[src/design/fwrm_pkg.sv]
// shared types and constants of the firewall rule matcher
package fwrm_pkg;

    // default size of the rule table
    localparam int RULE_DEPTH_DEF = 64;

    // field widths
    localparam int CLASS_W = 2;
    localparam int PORT_W  = 16;
    localparam int ADDR_W  = 32;

    // request kinds carried on s_tuser
    localparam logic FUNC_ADD   = 1'b0;
    localparam logic FUNC_CHECK = 1'b1;

    // result status codes
    localparam logic STATUS_OK   = 1'b0;
    localparam logic STATUS_FULL = 1'b1;

    // stream widths
    localparam int S_TDATA_W = 104;
    localparam int M_TDATA_W = 8;

    // one stored rule
    typedef struct packed {
        logic [CLASS_W-1:0] cls;
        logic [PORT_W-1:0]  port_last;
        logic [PORT_W-1:0]  port_first;
        logic [ADDR_W-1:0]  addr_last;
        logic [ADDR_W-1:0]  addr_first;
    } rule_t;

    // packet fields of a check request
    typedef struct packed {
        logic [CLASS_W-1:0] cls;
        logic [PORT_W-1:0]  port;
        logic [ADDR_W-1:0]  addr;
    } key_t;

endpackage

[src/design/fwrm_match_unit.sv]
// shared compare unit: tests one rule against the packet key
module fwrm_match_unit (
    input  fwrm_pkg::rule_t rule,
    input  fwrm_pkg::key_t  key,
    output logic            hit
);

    logic cls_eq;
    logic port_in;
    logic addr_in;

    // class equality and inclusive range checks
    assign cls_eq  = (rule.cls == key.cls);
    assign port_in = (key.port >= rule.port_first) && (key.port <= rule.port_last);
    assign addr_in = (key.addr >= rule.addr_first) && (key.addr <= rule.addr_last);

    assign hit = cls_eq && port_in && addr_in;

endmodule

[config.mk]
export PLATFORM = sky130hd
export DESIGN_NAME = fwrm_match_unit
export DESIGN_NICKNAME = d
export VERILOG_FILES = /design/src/design/fwrm_pkg.sv /design/src/design/fwrm_match_unit.sv
export SDC_FILE = /design/constraint.sdc
export NUM_CORES = 1
export LEC_CHECK = 0
export BUFFER_PORTS_ARGS = -buffer_cell sky130_fd_sc_hd__buf_2
export CORE_MARGIN = 4
export CORE_UTILIZATION = 46
export DETAILED_ROUTE_END_ITERATION = 8
export PLACE_DENSITY = 0.85
export SLEW_MARGIN = 30
export SYNTH_ARGS = -nofsm -noshare
export SYNTH_HDL_FRONTEND = slang
export SYNTH_SLANG_ARGS = --single-unit
export TNS_END_PERCENT = 20
[constraint.sdc]
create_clock -name vclk -period 2.6
set_input_delay 0.52 -clock vclk [all_inputs]
set_output_delay 0.52 -clock vclk [all_outputs]
set_load 0.1 [all_outputs]
==> results_dict.tcl <==
set metrics [dict create \
    sequential_cell_total 0 \
    synth_most_common_cell "ha_1" \
    fin_util_pct 70.9 \
    yosysTopAreaCellShare_pct 48.4 \
    drt-initial-drc-count 34 \
    avgRoutedWirePerCell_um 12.9 \
    synth_area_um2 2480 \
    synth_top_area_cell "ha_1" \
    crit_buf_inv 3 \
    fin_tns_setup_ns -0.329 \
    netlist_instances 331 \
    max_freq_mhz 341 \
    cpMaxStageDelayCell "nor4_4" \
    register_area_um2 0 \
    required_ns 2.08 \
    fillers 425 \
    fp-row-count 26 \
    slowest_delay_ns 0.34 \
    ir_worst_vdd_mv 0.0902 \
    vias 3019 \
    fin_ws_ns -0.329 \
    grt.total_usage_pct 20.8 \
    grt_remaining_overflow 0 \
    start_util_pct 48.0 \
    synth_fp_nets 575 \
    rsz0062_at_grt "true" \
    violations "negative setup slack" \
    power_density_nw_per_um2 148 \
    grt_antenna_before_repair 0 \
    hold_violations 0 \
    period_share_pct 113 \
    die_h_um 81.5 \
    tightestPinTransition_ns 0.384 \
    nets 759 \
    io_pins 149 \
    hold_class "input port to primary output" \
    yosys_warnings 0 \
    yosys-top-cells-area "ha_1 (48%), inv_1 (14%), a21oi_1 (6.2%)" \
    relSlewSlack_pct 73.8 \
    worstSetupStartpointType "input port" \
    grt_pass1_wl_um 11500 \
    nClkBuffers 0 \
    numPortBuffers 149 \
    yosys-top-cells-count "ha_1 (96), inv_1 (95), a21oi_1 (31), nand4_1 (15)" \
    drc 0 \
    core_area_um2 5170 \
    drt_first_pass_iters 4 \
    end_kind "primary output" \
    ys_seq_area_share_pct 0 \
    hold_ws_ns 1.69 \
    dpl.hpwl_um 7030 \
    wirelength_um 7520 \
    timing.critical_path.fanout_max 3 \
    path_delay_family "simple AND/OR/NAND/NOR gates" \
    cts_hold_buf 0 \
    setup_viol 1 \
    criticalPathCategory "input port to primary output" \
    grt_max_degree 5 \
    drive_gt1_share_pct 39.4 \
    max_cap_viol_count 0 \
    syn-mean-instance-area_um2 7.50 \
    grt_pass1_vias 3062 \
    slew_violations 0 \
    worstPathArrival_ns 2.41 \
    outcome "complete, but fails checks" \
    area_growth_pct 47.7 \
    path_cells "buf_2 -> ha_1 -> nand4_2 -> nor4_4 -> buf_4 -> a21oi_1 -> o31ai_1 -> o21ai_1 -> nor4b_4 -> buf_12" \
    n_antenna_cell 0 \
    die-area_um2 6640 \
    gp_congestion 0.845 \
    ant_nets 0 \
    die_w_um 81.5 \
    p_leak_uw 0.00238 \
    viasPerCell 5.18 \
    ys_types 39 \
    fin_crit_ns 2.93 \
]
[per-layer routing]
metal / track usage (%) / vias to the layer above / part of all wire [%]
met5: 0 / - / 0
met4: 2.20 / 0 / 0.76
met1: 21.2 / 1372 / 37
met2: 45.1 / 108 / 54
met3: 2.30 / 6 / 7.8
li1: - / 1533 / -
[final cells by class]
cell class	count	area, µm²	share of cell area, %
inverter	95	357	9.72
multi-input combinational	236	2210	60.4
tap	70	87.6	2.39
timing repair buffer	182	1010	27.5
[repair_timing]
action | 4_1_cts | 5_1_grt
setup endpoints to repair | 1 | 1
buffers inserted | 1 | 1
pin swaps | 4 | 6
resized for setup | 6 | 8
[per-stage QoR]
| step | instance area, µm² | std cells | total power, µW | worst slack [ns] |
|---|---|---|---|---|
| 6_report | 3670 | 583 | 541 | -0.329 |
| 5_1_grt | 3670 | 583 | 613 | -0.423 |
| 4_1_cts | 3600 | 582 | 532 | -0.334 |
| 3_5_place_dp | 3570 | 581 | 522 | -0.491 |
| 3_3_place_gp | 3570 | 581 | 493 | -0.463 |
| 2_1_floorplan | 2490 | 331 | 280 | -0.664 |
[logic make-up after synthesis]
kind of cell	after synthesis	synth area share [%]
compound gates	77	21.0
simple gates	61	15.6
fa+ha+maj	96	48.4
buf+inv	95	14.4
xor+xnor	2	0.705
[layout by cell type (no fill, tap or decap), types with 2 or more instances in the layout]
cell and instances:
nand4_2 3, nand3_1 7, o21ai_1 2, nand2_1 13, nand4_1 15, nor2_1 5, ha_4 3, buf_4 33
a21o_1 13, o21ai_0 7, a221oi_1 2, xor2_1 2, nor4_4 2, inv_1 95, o211ai_1 3, a211o_1 4
nor2b_1 3, buf_2 148, nor3_1 3, a21oi_1 29, o2111a_1 2, and4_1 2, a211oi_2 2, ha_1 93
a21oi_2 2
[final timing paths]
check	startpoint	end	cells after the start
worst min-delay path	key[48]	hit	6
worst max-delay path	key[25]	hit	10
[where the power goes]
group / internal (µW) / leakage [µW] / switching, µW
logic: 284 / 0.00238 / 257
clock network: 0 / 0 / 0
registers: 0 / 0 / 0
total: 284 / 0.00238 / 257
Note: power is estimated with default switching activity, not from simulation.
